--- config.mk ---
export PLATFORM = sky130hd
export DESIGN_NAME = cached_rtc_local_time_display
export DESIGN_NICKNAME = d
export VERILOG_FILES = /design/src/rtl/crtc_pkg.sv /design/src/rtl/cached_rtc_local_time_display.sv /design/src/rtl/crtc_local.sv
export VERILOG_INCLUDE_DIRS = /design/src /design/src/rtl
export SDC_FILE = /design/constraint.sdc
export NUM_CORES = 1
export LEC_CHECK = 0
export ABC_AREA = 1
export BUFFER_PORTS_ARGS = -buffer_cell sky130_fd_sc_hd__buf_4
export CORE_MARGIN = 8
export CORE_UTILIZATION = 60
export DETAILED_ROUTE_END_ITERATION = 12
export PLACE_DENSITY_LB_ADDON = 0.2
export SLEW_MARGIN = 20
export SYNTH_ARGS = -nofsm -noshare
export SYNTH_HDL_FRONTEND = slang
export SYNTH_SLANG_ARGS = --single-unit
--- constraint.sdc ---
create_clock -name clk_i -period 17.3 [get_ports clk_i]
set_input_delay 1.73 -clock clk_i [delete_from_list [all_inputs] [get_ports clk_i]]
set_output_delay 1.73 -clock clk_i [all_outputs]
set_load 0.005 [all_outputs]
--- src/rtl/cached_rtc_local_time_display_assert.svh ---
// assertion macros for the cached rtc local time display rtl
// used by files that take this header through an include
`ifndef CACHED_RTC_LOCAL_TIME_DISPLAY_ASSERT_SVH
`define CACHED_RTC_LOCAL_TIME_DISPLAY_ASSERT_SVH

// implication checked on every rising clock edge, off while reset is low
`define CRTC_ASSERT_IMPLY(label, clk, rst_n, ante, cons, msg) \
  label: assert property (@(posedge clk) disable iff (!rst_n) (ante) |-> (cons)) \
    else $error(msg);

// implication whose consequent is checked in the next cycle
`define CRTC_ASSERT_NEXT(label, clk, rst_n, ante, cons, msg) \
  label: assert property (@(posedge clk) disable iff (!rst_n) (ante) |=> (cons)) \
    else $error(msg);

`endif

--- src/rtl/crtc_pkg.sv ---
// shared types and constants for the cached rtc local time display
// no dependencies
package crtc_pkg;

  localparam int unsigned OffsetClamp = 104;
  localparam int unsigned OffsetBias  = 48;
  localparam int unsigned DayMinutes  = 1440;
  localparam int unsigned HourMinutes = 60;
  localparam int unsigned QuarterMin  = 15;
  localparam int unsigned HalfDayHrs  = 12;

  localparam int unsigned CfgIdxW = 2;

  typedef enum logic {
    OP_QUERY = 1'b0,
    OP_SET   = 1'b1
  } op_e;

  typedef enum logic [CfgIdxW-1:0] {
    CFG_RTC_PRESENT  = 2'd0,
    CFG_UTC_OFFSET   = 2'd1,
    CFG_TWELVE_HOUR  = 2'd2,
    CFG_POLL_INTERVAL = 2'd3
  } cfg_idx_e;

  // utc time picked for one word, handed to the local time converter
  typedef struct packed {
    logic       ok;
    logic       show;     // fields carry a time
    logic [4:0] hour;
    logic [5:0] minute;
    logic       taken;
  } utc_t;

  // converted word, as it goes to the result register
  typedef struct packed {
    logic       ok;
    logic [4:0] hour;
    logic [5:0] minute;
    logic       pm;
    logic       taken;
  } disp_t;

endpackage

--- src/rtl/cached_rtc_local_time_display.sv ---
// top level of the cached rtc local time display
// depends on crtc_pkg, crtc_local and cached_rtc_local_time_display_assert.svh

// One word in, one word out, one word per clock sustained while the result is not
// stalled. A query word decides at acceptance whether to poll (the millisecond
// gap since the last poll against poll_interval_ms) and updates the cache and poll
// time at that same edge, so the next word, even in the following cycle, sees the
// new state. The chosen utc time sits in a stage register; the converter then adds
// the clamped quarter-hour offset, wraps to one day, splits hours by a reciprocal
// multiply and loads the result register once it is free. out_valid_o rises when
// the word moves from the stage register into the result register. A stalled
// result does not block input until the stage register is full too. Set words
// load the cache and force the next query to poll; a failed write changes nothing.
// Configuration writes are always ready and take effect at the next edge.
module cached_rtc_local_time_display (
  input  logic                         clk_i,
  input  logic                         rst_ni,
  // configuration write channel
  input  logic                         cfg_valid_i,
  output logic                         cfg_ready_o,
  input  logic [crtc_pkg::CfgIdxW-1:0] cfg_index_i,
  input  logic [31:0]                  cfg_data_i,
  // input channel
  input  logic                         in_valid_i,
  output logic                         in_stall_o,
  input  logic                         op_i,
  input  logic [31:0]                  now_ms_i,
  input  logic                         rtc_ok_i,
  input  logic [4:0]                   rtc_hour_i,
  input  logic [5:0]                   rtc_minute_i,
  input  logic [4:0]                   set_hour_i,
  input  logic [5:0]                   set_minute_i,
  // result channel
  output logic                         out_valid_o,
  input  logic                         out_stall_i,
  output logic                         ok_o,
  output logic [4:0]                   show_hour_o,
  output logic [5:0]                   show_minute_o,
  output logic                         pm_o,
  output logic                         reading_taken_o
);
  import crtc_pkg::*;

  `include "cached_rtc_local_time_display_assert.svh"

  // configuration registers
  logic        rtc_present_q;
  logic [7:0]  utc_offset_q;
  logic        twelve_hour_q;
  logic [31:0] poll_interval_q;

  // cache state
  logic [31:0] last_poll_q, last_poll_d;
  logic [4:0]  cached_hour_q, cached_hour_d;
  logic [5:0]  cached_minute_q, cached_minute_d;
  logic        cache_valid_q, cache_valid_d;

  // pipeline
  logic  stage_valid_q;
  utc_t  stage_q, stage_d;
  disp_t disp;
  disp_t out_q;
  logic  out_valid_q;

  logic in_accept;
  logic out_take;     // result register can load
  logic within_interval;
  logic [31:0] since_poll;

  assign cfg_ready_o = 1'b1;

  always_ff @(posedge clk_i or negedge rst_ni) begin
    if (!rst_ni) begin
      rtc_present_q   <= 1'b0;
      utc_offset_q    <= 8'(OffsetBias);
      twelve_hour_q   <= 1'b0;
      poll_interval_q <= 32'd1000;
    end else if (cfg_valid_i) begin
      case (cfg_idx_e'(cfg_index_i))
        CFG_RTC_PRESENT:   rtc_present_q   <= cfg_data_i[0];
        CFG_UTC_OFFSET:    utc_offset_q    <= cfg_data_i[7:0];
        CFG_TWELVE_HOUR:   twelve_hour_q   <= cfg_data_i[0];
        CFG_POLL_INTERVAL: poll_interval_q <= cfg_data_i;
        default: ;
      endcase
    end
  end

  // handshake: result register frees when empty or taken, stage frees into it
  assign out_take   = !out_valid_q || !out_stall_i;
  assign in_stall_o = stage_valid_q && !out_take;
  assign in_accept  = in_valid_i && !in_stall_o;

  // poll decision, wrapping millisecond difference
  assign since_poll      = now_ms_i - last_poll_q;
  assign within_interval = (last_poll_q != 32'd0) && (since_poll < poll_interval_q);

  always_comb begin
    last_poll_d     = last_poll_q;
    cached_hour_d   = cached_hour_q;
    cached_minute_d = cached_minute_q;
    cache_valid_d   = cache_valid_q;
    stage_d         = '0;
    if (op_i == OP_SET) begin
      stage_d.ok = rtc_ok_i;
      if (rtc_ok_i) begin
        // zero poll time forces the next query to read the rtc
        last_poll_d     = '0;
        cached_hour_d   = set_hour_i;
        cached_minute_d = set_minute_i;
        cache_valid_d   = 1'b1;
      end
    end else if (rtc_present_q) begin
      if (within_interval) begin
        stage_d.ok = 1'b1;
      end else if (rtc_ok_i) begin
        cached_hour_d   = rtc_hour_i;
        cached_minute_d = rtc_minute_i;
        last_poll_d     = now_ms_i;
        cache_valid_d   = 1'b1;
        stage_d.ok      = 1'b1;
        stage_d.taken   = 1'b1;
      end else if (cache_valid_q) begin
        // failed read falls back to the cache
        last_poll_d = now_ms_i;
        stage_d.ok  = 1'b1;
      end
      stage_d.show   = stage_d.ok;
      stage_d.hour   = cached_hour_d;
      stage_d.minute = cached_minute_d;
    end
  end

  always_ff @(posedge clk_i or negedge rst_ni) begin
    if (!rst_ni) begin
      last_poll_q     <= '0;
      cached_hour_q   <= '0;
      cached_minute_q <= '0;
      cache_valid_q   <= 1'b0;
    end else if (in_accept) begin
      last_poll_q     <= last_poll_d;
      cached_hour_q   <= cached_hour_d;
      cached_minute_q <= cached_minute_d;
      cache_valid_q   <= cache_valid_d;
    end
  end

  // stage and result registers, valid part
  always_ff @(posedge clk_i or negedge rst_ni) begin
    if (!rst_ni) begin
      stage_valid_q <= 1'b0;
      out_valid_q   <= 1'b0;
    end else begin
      if (in_accept) begin
        stage_valid_q <= 1'b1;
      end else if (out_take) begin
        stage_valid_q <= 1'b0;
      end
      if (out_take) begin
        out_valid_q <= stage_valid_q;
      end
    end
  end

  // payload registers
  always_ff @(posedge clk_i) begin
    if (in_accept) begin
      stage_q <= stage_d;
    end
    if (out_take && stage_valid_q) begin
      out_q <= disp;
    end
  end

  crtc_local u_local (
    .utc_i               (stage_q),
    .utc_offset_biased_i (utc_offset_q),
    .twelve_hour_mode_i  (twelve_hour_q),
    .disp_o              (disp)
  );

  assign out_valid_o     = out_valid_q;
  assign ok_o            = out_q.ok;
  assign show_hour_o     = out_q.hour;
  assign show_minute_o   = out_q.minute;
  assign pm_o            = out_q.pm;
  assign reading_taken_o = out_q.taken;

  `CRTC_ASSERT_IMPLY(a_fail_zero, clk_i, rst_ni, out_valid_o && !ok_o,
    show_hour_o == 5'd0 && show_minute_o == 6'd0 && !pm_o && !reading_taken_o,
    "failed word carries nonzero fields")
  `CRTC_ASSERT_IMPLY(a_taken_ok, clk_i, rst_ni, out_valid_o && reading_taken_o, ok_o,
    "reading taken on a failed word")
  `CRTC_ASSERT_IMPLY(a_time_range, clk_i, rst_ni, out_valid_o,
    show_minute_o < 6'd60 && show_hour_o < 5'd24, "local time out of range")
  `CRTC_ASSERT_NEXT(a_set_forces_poll, clk_i, rst_ni,
    in_accept && op_i == OP_SET && rtc_ok_i, last_poll_q == 32'd0 && cache_valid_q,
    "successful set did not clear poll time")

endmodule

--- src/rtl/crtc_local.sv ---
// utc to local time converter: offset add, day wrap, hour split, 12-hour form
// depends on crtc_pkg
module crtc_local (
  input  crtc_pkg::utc_t  utc_i,
  input  logic [7:0]      utc_offset_biased_i,
  input  logic            twelve_hour_mode_i,
  output crtc_pkg::disp_t disp_o
);
  import crtc_pkg::*;

  localparam logic [12:0] DayW     = 13'(DayMinutes);
  localparam logic [12:0] TwoDayW  = 13'(2 * DayMinutes);
  localparam logic [12:0] BiasAdj  = 13'(DayMinutes - OffsetBias * QuarterMin);
  localparam logic [10:0] Recip60  = 11'((65536 + HourMinutes - 1) / HourMinutes);
  localparam logic [4:0]  HalfDay  = 5'(HalfDayHrs);

  logic [7:0]  off;
  logic [10:0] off15;
  logic [12:0] total;
  logic [10:0] wrapped;
  logic [21:0] prod;
  logic [4:0]  h24;
  logic [10:0] h_min;
  logic [5:0]  minute;
  logic        pm;
  logic [4:0]  h12;

  always_comb begin
    off   = (utc_offset_biased_i > 8'(OffsetClamp)) ? 8'(OffsetClamp) : utc_offset_biased_i;
    off15 = 11'(off) * 11'(QuarterMin);
    total = 13'(utc_i.hour) * 13'(HourMinutes) + 13'(utc_i.minute) + 13'(off15) + BiasAdj;
    if (total >= TwoDayW) begin
      wrapped = 11'(total - TwoDayW);
    end else if (total >= DayW) begin
      wrapped = 11'(total - DayW);
    end else begin
      wrapped = 11'(total);
    end
    // divide by 60 through a reciprocal, exact below one day
    prod   = 22'(wrapped) * 22'(Recip60);
    h24    = prod[20:16];
    h_min  = 11'(h24) * 11'(HourMinutes);
    minute = 6'(wrapped - h_min);
    pm     = (h24 >= HalfDay);
    h12    = pm ? h24 - HalfDay : h24;
    if (h12 == 5'd0) begin
      h12 = HalfDay;
    end

    disp_o.ok = utc_i.ok;
    if (utc_i.show) begin
      disp_o.hour   = twelve_hour_mode_i ? h12 : h24;
      disp_o.minute = minute;
      disp_o.pm     = pm;
      disp_o.taken  = utc_i.taken;
    end else begin
      disp_o.hour   = '0;
      disp_o.minute = '0;
      disp_o.pm     = 1'b0;
      disp_o.taken  = 1'b0;
    end
  end

endmodule
== After elaboration in Yosys (flattened, before gate mapping) ==
Cells that the tools add are included.
Word-level totals
  input port bits: 95
  flip-flop bits (word level): 116
  output and inout port bits: 17
Operators by class
  bitwise operators: 1
  muxes and demuxes: 35
  order comparisons: 5
  add/sub/neg operators: 8
  eq/ne operators: 5
  multiply operators: 4
  reduce and logical (&&, ||, !) cells: 24
Operators by type and width (number)
  $mux 32: 6
  $mux 5: 8
  $lt 32x32->1: 1
  $reduce_bool 32->1: 1
  $sub 32x32->32: 1
  $mux 6: 5
  $mux 11: 2
  $mul 11x11->21 const B: 1
  $mux 14: 1
  $add 13x10->13 const B: 1
  $add 13x11->13: 1
  $ge 13x11->1 const B: 1
  $ge 13x12->1 const B: 1
  $add 11x6->12: 1
  $mux 1: 12
  $mul 8x4->11 const B: 1
  $sub 11x10->11 const B: 1
  $sub 11x11->11 const B: 1
  $mul 5x4->9 const B: 1
  $gt 8x7->1 const B: 1
  $mux 8: 1
  $reduce_and 2->1: 4
  $reduce_and 3->1: 2
  $reduce_bool 2->1: 3
  other kinds (17): 24

== Longest topological paths before layout ==
  word-level depth: 14
  gate-level depth with buffers: 63

== Cells and area by module ==
Synthesis repeated with hierarchy kept, for this count alone.
Second synthesis, totals
  cells, all modules: 1616
  area total of the unflattened synthesis: 11945.2 µm²
Modules (own cells, without submodules)
  cached_rtc_local_time_display: sequential area each 3052.9 µm², area each 7543.5 µm², cells an instance 1006, instances 1
  crtc_local: sequential area each 0.0 µm², area each 4401.7 µm², cells an instance 610, instances 1

== Least setup slack after synthesis ==
No wires, ideal clock.
  path kind: register to register
  from: reg utc_offset_q[5]
  to: reg out_q, in the netlist show_minute_o[5], data pin
  cell stages (with the launch flop): 57
  arrival time: 10.049 ns
  slack: 6.996 ns
  buffers on the path: 0
  clock period less this slack: 10.304 ns
  setup time: 0.256 ns
  data required time: 17.044 ns
  path through: dfstp_2 inv_1 nor4_1 nand4_1 nand2_1 inv_1 nor2_1 inv_1 fa_1 inv_1 fa_1 inv_1 ha_1 nand2_1 o21ai_0 a21oi_1 o21bai_1 nand2_1 [21 not listed] ha_1 ha_1 nand2_1 nor2_1 nand2_1 a31o_2 nand2_1 xor2_1 ha_1 ha_1 ha_1 inv_1 ha_1 a21oi_1 o21ai_0 xor2_1 xor2_1 nor2_1
Between the ends
  word-level cells in the longest chain between the ends: 11
  elaborated cells between the ends (all ways): 14
  those cells by class: 5 x add/sub; 3 x mul; 3 x order compare; 3 x mux
RTL lines
  start, declared: line cached_rtc_local_time_display.sv:48  | logic [7:0] utc_offset_q;
  start signal, assigned: line cached_rtc_local_time_display.sv:75  | utc_offset_q <= 8'(OffsetBias);
  start signal, assigned: line cached_rtc_local_time_display.sv:81  | CFG_UTC_OFFSET: utc_offset_q <= cfg_data_i[7:0];
  $gt 8x7->1: line crtc_local.sv:29  | off = (utc_offset_biased_i > 8'(OffsetClamp)) ? 8'(OffsetClamp) : utc_offset_biased_i;
  $mux 8 *: line crtc_local.sv:29
  $mul 8x4->11 *: line crtc_local.sv:30  | off15 = 11'(off) * 11'(QuarterMin);
  $add 13x11->13 *: line crtc_local.sv:31  | total = 13'(utc_i.hour) * 13'(HourMinutes) + 13'(utc_i.minute) + 13'(off15) + BiasAdj;
  $add 13x10->13 *: line crtc_local.sv:31
  $sub 11x11->11 / $ge 13x11->1 (equally long branches): line crtc_local.sv:35, crtc_local.sv:34
  $mux 11: line crtc_local.sv:34  | end else if (total >= DayW) begin
  $mux 11 *: line crtc_local.sv:32  | if (total >= TwoDayW) begin
  $mul 11x11->21: line crtc_local.sv:40  | prod = 22'(wrapped) * 22'(Recip60);
  $mul 5x4->4: line crtc_local.sv:42  | h_min = 11'(h24) * 11'(HourMinutes);
  $sub 6x6->6 *: line crtc_local.sv:43  | minute = 6'(wrapped - h_min);
  end signal, assigned: line cached_rtc_local_time_display.sv:171  | out_q <= disp;
  end, declared: line cached_rtc_local_time_display.sv:62  | disp_t out_q;
Mark *: on every way between the ends. The rest lies on a longest branch, timed or not.
A chain may end at the register's enable or synchronous reset.

== Worst setup path in the final report ==
Same ends and word-level chain as after synthesis.

==> key figures <==
Worst setup path
  • CP peak stage delay: 0.55 ns
  • CP max stage cell: dfstp_2
  • Critical path origin: utc_offset_q[5]
  • Critical path endpoint category: register
  • Crit path max-delay family: adder cells
  • Buffers & Inverters on Critical Path: 12
  • Worst-path fanout max: 7
  • Startpoint Class: register
  • R2R Path Start: utc_offset_q[5]
  • CP Data Arrival Time: 11.48 ns
  • Crit path top cell by count: ha_1
  • Worst r2r path cells: 57
  • CP required: 17.47 ns
  • Critical Path Stages: 57
  • Critical path class: register to register

Worst hold path
  • Hold depth: 2
  • Hold Crit Class: register to register
  • Hold path start: poll_interval_q[8]

Floorplanning
  • Die Area: 23,510 µm²
  • Die Wd: 153.3 µm
  • Core Box Area: 18,580 µm²
  • Io pins: 112
  • Initial core utilization: 60.90%
  • FP Rows: 50
  • Die Ht: 153.3 µm

Routing
  • Vias: 9,607
  • DR iter-0 viols: 438
  • Routed wire length: 26,030 µm
  • # DRC: 0
  • Final ANT Viol Nets: 0
  • Drt wl/cell: 14.44 µm
  • Avg Vias per Cell: 5.328
  • Drt pass-1 iters: 5

CTS
  • Max Root-Sink Buffers: 2
  • Post-CTS Hold Buffers: 0
  • Clk pin slew, worst setup/hold paths: 0.06 ns
  • CTS tree: yes
  • Setup bufs post-CTS: 0
  • Clock Sinks: 116
  • Clock Tree Root: clkbuf_16
  • Worst-skew pair later-pin latency: 0.43 ns
  • Post-CTS Resized: 0
  • H-tree levels: 4
  • Cts bufs inserted: 17

GRT
  • Grt met3 use: 4.088%
  • Antenna violations before repair: 0
  • GRT met1 Usage: 27.09%
  • Largest net degree at the start of global routing: 65
  • Layer carrying the most global-route usage: met2
  • Vias in the first global route: 9,716
  • First-pass GRT wire length: 44,150 µm
  • Gr ovfl total: 0
  • Met2 usage: 40.37%
  • Gr usage total: 22.63%

Logic synthesis
  • Syn_area_per_cell: 7.836 µm²
  • Synth Register Bits: 116
  • Post-Syn Area: 11,310 µm²
  • Register area share after synthesis: 26.98%
  • Mapped Cells: 1,444
  • Warnings from Yosys: 0
  • Asr flop ratio synth: 75.86%
  • Ys flop type: dfrtp_1
  • Post-synth EDFFs: 28
  • Area leader, netlist: ha_1
  • Synth cell types: 56
  • Largest cells by area after synthesis: ha_1 (20%), dfrtp_1 (18%), inv_1 (9.2%)
  • Top-area cell type share of the netlist area: 20.24%

Final layout
  • Diodes inserted: 0
  • Highest-count cells in the layout ignoring fill and taps: inv_1 (276), nand2_1 (212), ha_1 (183), buf_4 (115), o21ai_0 (101)
  • Layout Cells excl Fill: 1,803
  • P&R area growth vs syn: 14.96%
  • Final Util: 70.01%
  • Most common cell after layout, fill and taps aside: inv_1
  • Proportion of layout cells with a drive suffix above 1: 13.13%
  • # nets final: 1,863
  • Filler Cells Inserted: 1,489

Place
  • Placed cell count: 1,771
  • Port Buf Inserts: 110
  • Hpwl dp: 20,700 µm
  • Final Wtd Congestion: 0.8836

Timing
  • Min Tclk post-route: 11.30 ns
  • F_max: 88.46 MHz
  • Worst Tran Pin Value: 0.8465 ns
  • Tcrit/Tclk final: 65.34%
  • Post-route setup TNS: 0 ns
  • Max Slew Vio Count: 0
  • Slew Limit Headroom: 43.57%
  • RSZ-0062 raised after global routing: no
  • Max Clock Skew: 0.01270 ns
  • Min Hold Slack: 0.4837 ns
  • Final setup viols: 0
  • Final Hold Fails: 0

Status
  • Outcome: complete, no violations

Flow run
  • # Max-Cap Violations: 0
path summary, 6_finish.rpt:
kind,to,slack [ns]
setup / recovery,show_minute_o[5],6.00
hold / removal,poll_interval_q[8],0.48
setup reg to reg,show_minute_o[5],6.00
hold reg to reg,poll_interval_q[8],0.48
max in group asynchronous,poll_interval_q[18],15.03
min in group asynchronous,last_poll_q[25],1.27
per-stage QoR:
stage / worst slack (ns) / cell area [µm²]
global placement: 6.441 / 12390
detailed placement: 6.062 / 12390
floorplan: 6.996 / 11330
global route: 5.012 / 13010
finish: 5.996 / 13010
CTS: 5.970 / 13010
layer usage:
metal	vias up	share of wire [%]
met3	37	3.6
met4	0	1.8
li1	4969	-
met2	174	50
met5	-	0
met1	4427	45
synthesized netlist by cell type, types with 2 or more instances:
master	count
inv_1	276
nand2_1	212
ha_1	183
o21ai_0	101
nor2_1	99
a21oi_1	96
nand3_1	85
dfrtp_1	80
xor2_1	38
fa_1	29
edfxtp_1	28
clkbuf_1	24
nand4_1	21
xnor2_1	21
nand2_2	18
o21ai_1	15
nor3_1	10
nor4_1	9
dfstp_2	8
nand3_2	8
a21boi_1	7
o21bai_1	7
a31oi_1	6
o21a_1	6
inv_2	5
o211ai_1	5
a211oi_1	4
a21o_1	4
nand2_4	4
nand3b_1	3
a21boi_0	2
a21oi_2	2
a31o_2	2
conb_1	2
nor2_4	2
o221ai_1	2
registers in the layout (all words and copies together) (netlist names):
name and count:
poll_interval_q 32, rtc_present_q 1, ok_o 1, twelve_hour_q 1, cached_hour_q 5, last_poll_q 32, cache_valid_q 1, cached_minute_q 6
show_minute_o 6, stage_valid_q 1, pm_o 1, out_valid_o 1, stage_q 14, reading_taken_o 1, utc_offset_q 8, show_hour_o 5
cell families (layout without fill, tap and decap cells):
family	Yosys count	in the layout	share of synthesized area (%)
compound gates	268	268	13.44
xor+xnor	60	60	4.711
fa+ha+maj	212	212	25.37
buf+inv	307	429	10.22
flops	116	116	26.98
other cells	2	5	0.06637
simple gates	479	479	19.22
worst register-to-register path, delay by kind of cell (launching register included):
family | cells | cell delay [ns]
buf+inv | 12 | 0.97
simple gates | 18 | 2.16
fa+ha+maj | 14 | 4.83
flops | 1 | 0.55
compound gates | 9 | 1.72
xor+xnor | 4 | 0.85
final cells by class:
cell class	instances	area [µm²]	area share, %
tap	234	292.8	2.251
clock buffer	20	478.0	3.674
clock inverter	12	140.1	1.077
sequential	116	3053	23.47
timing repair buffer	115	863.3	6.637
inverter	282	1059	8.138
multi-input combinational	1024	7122	54.75
Power is not shown: default switching activity piles up to over one toggle a cycle in this logic, so the estimate is an artifact.
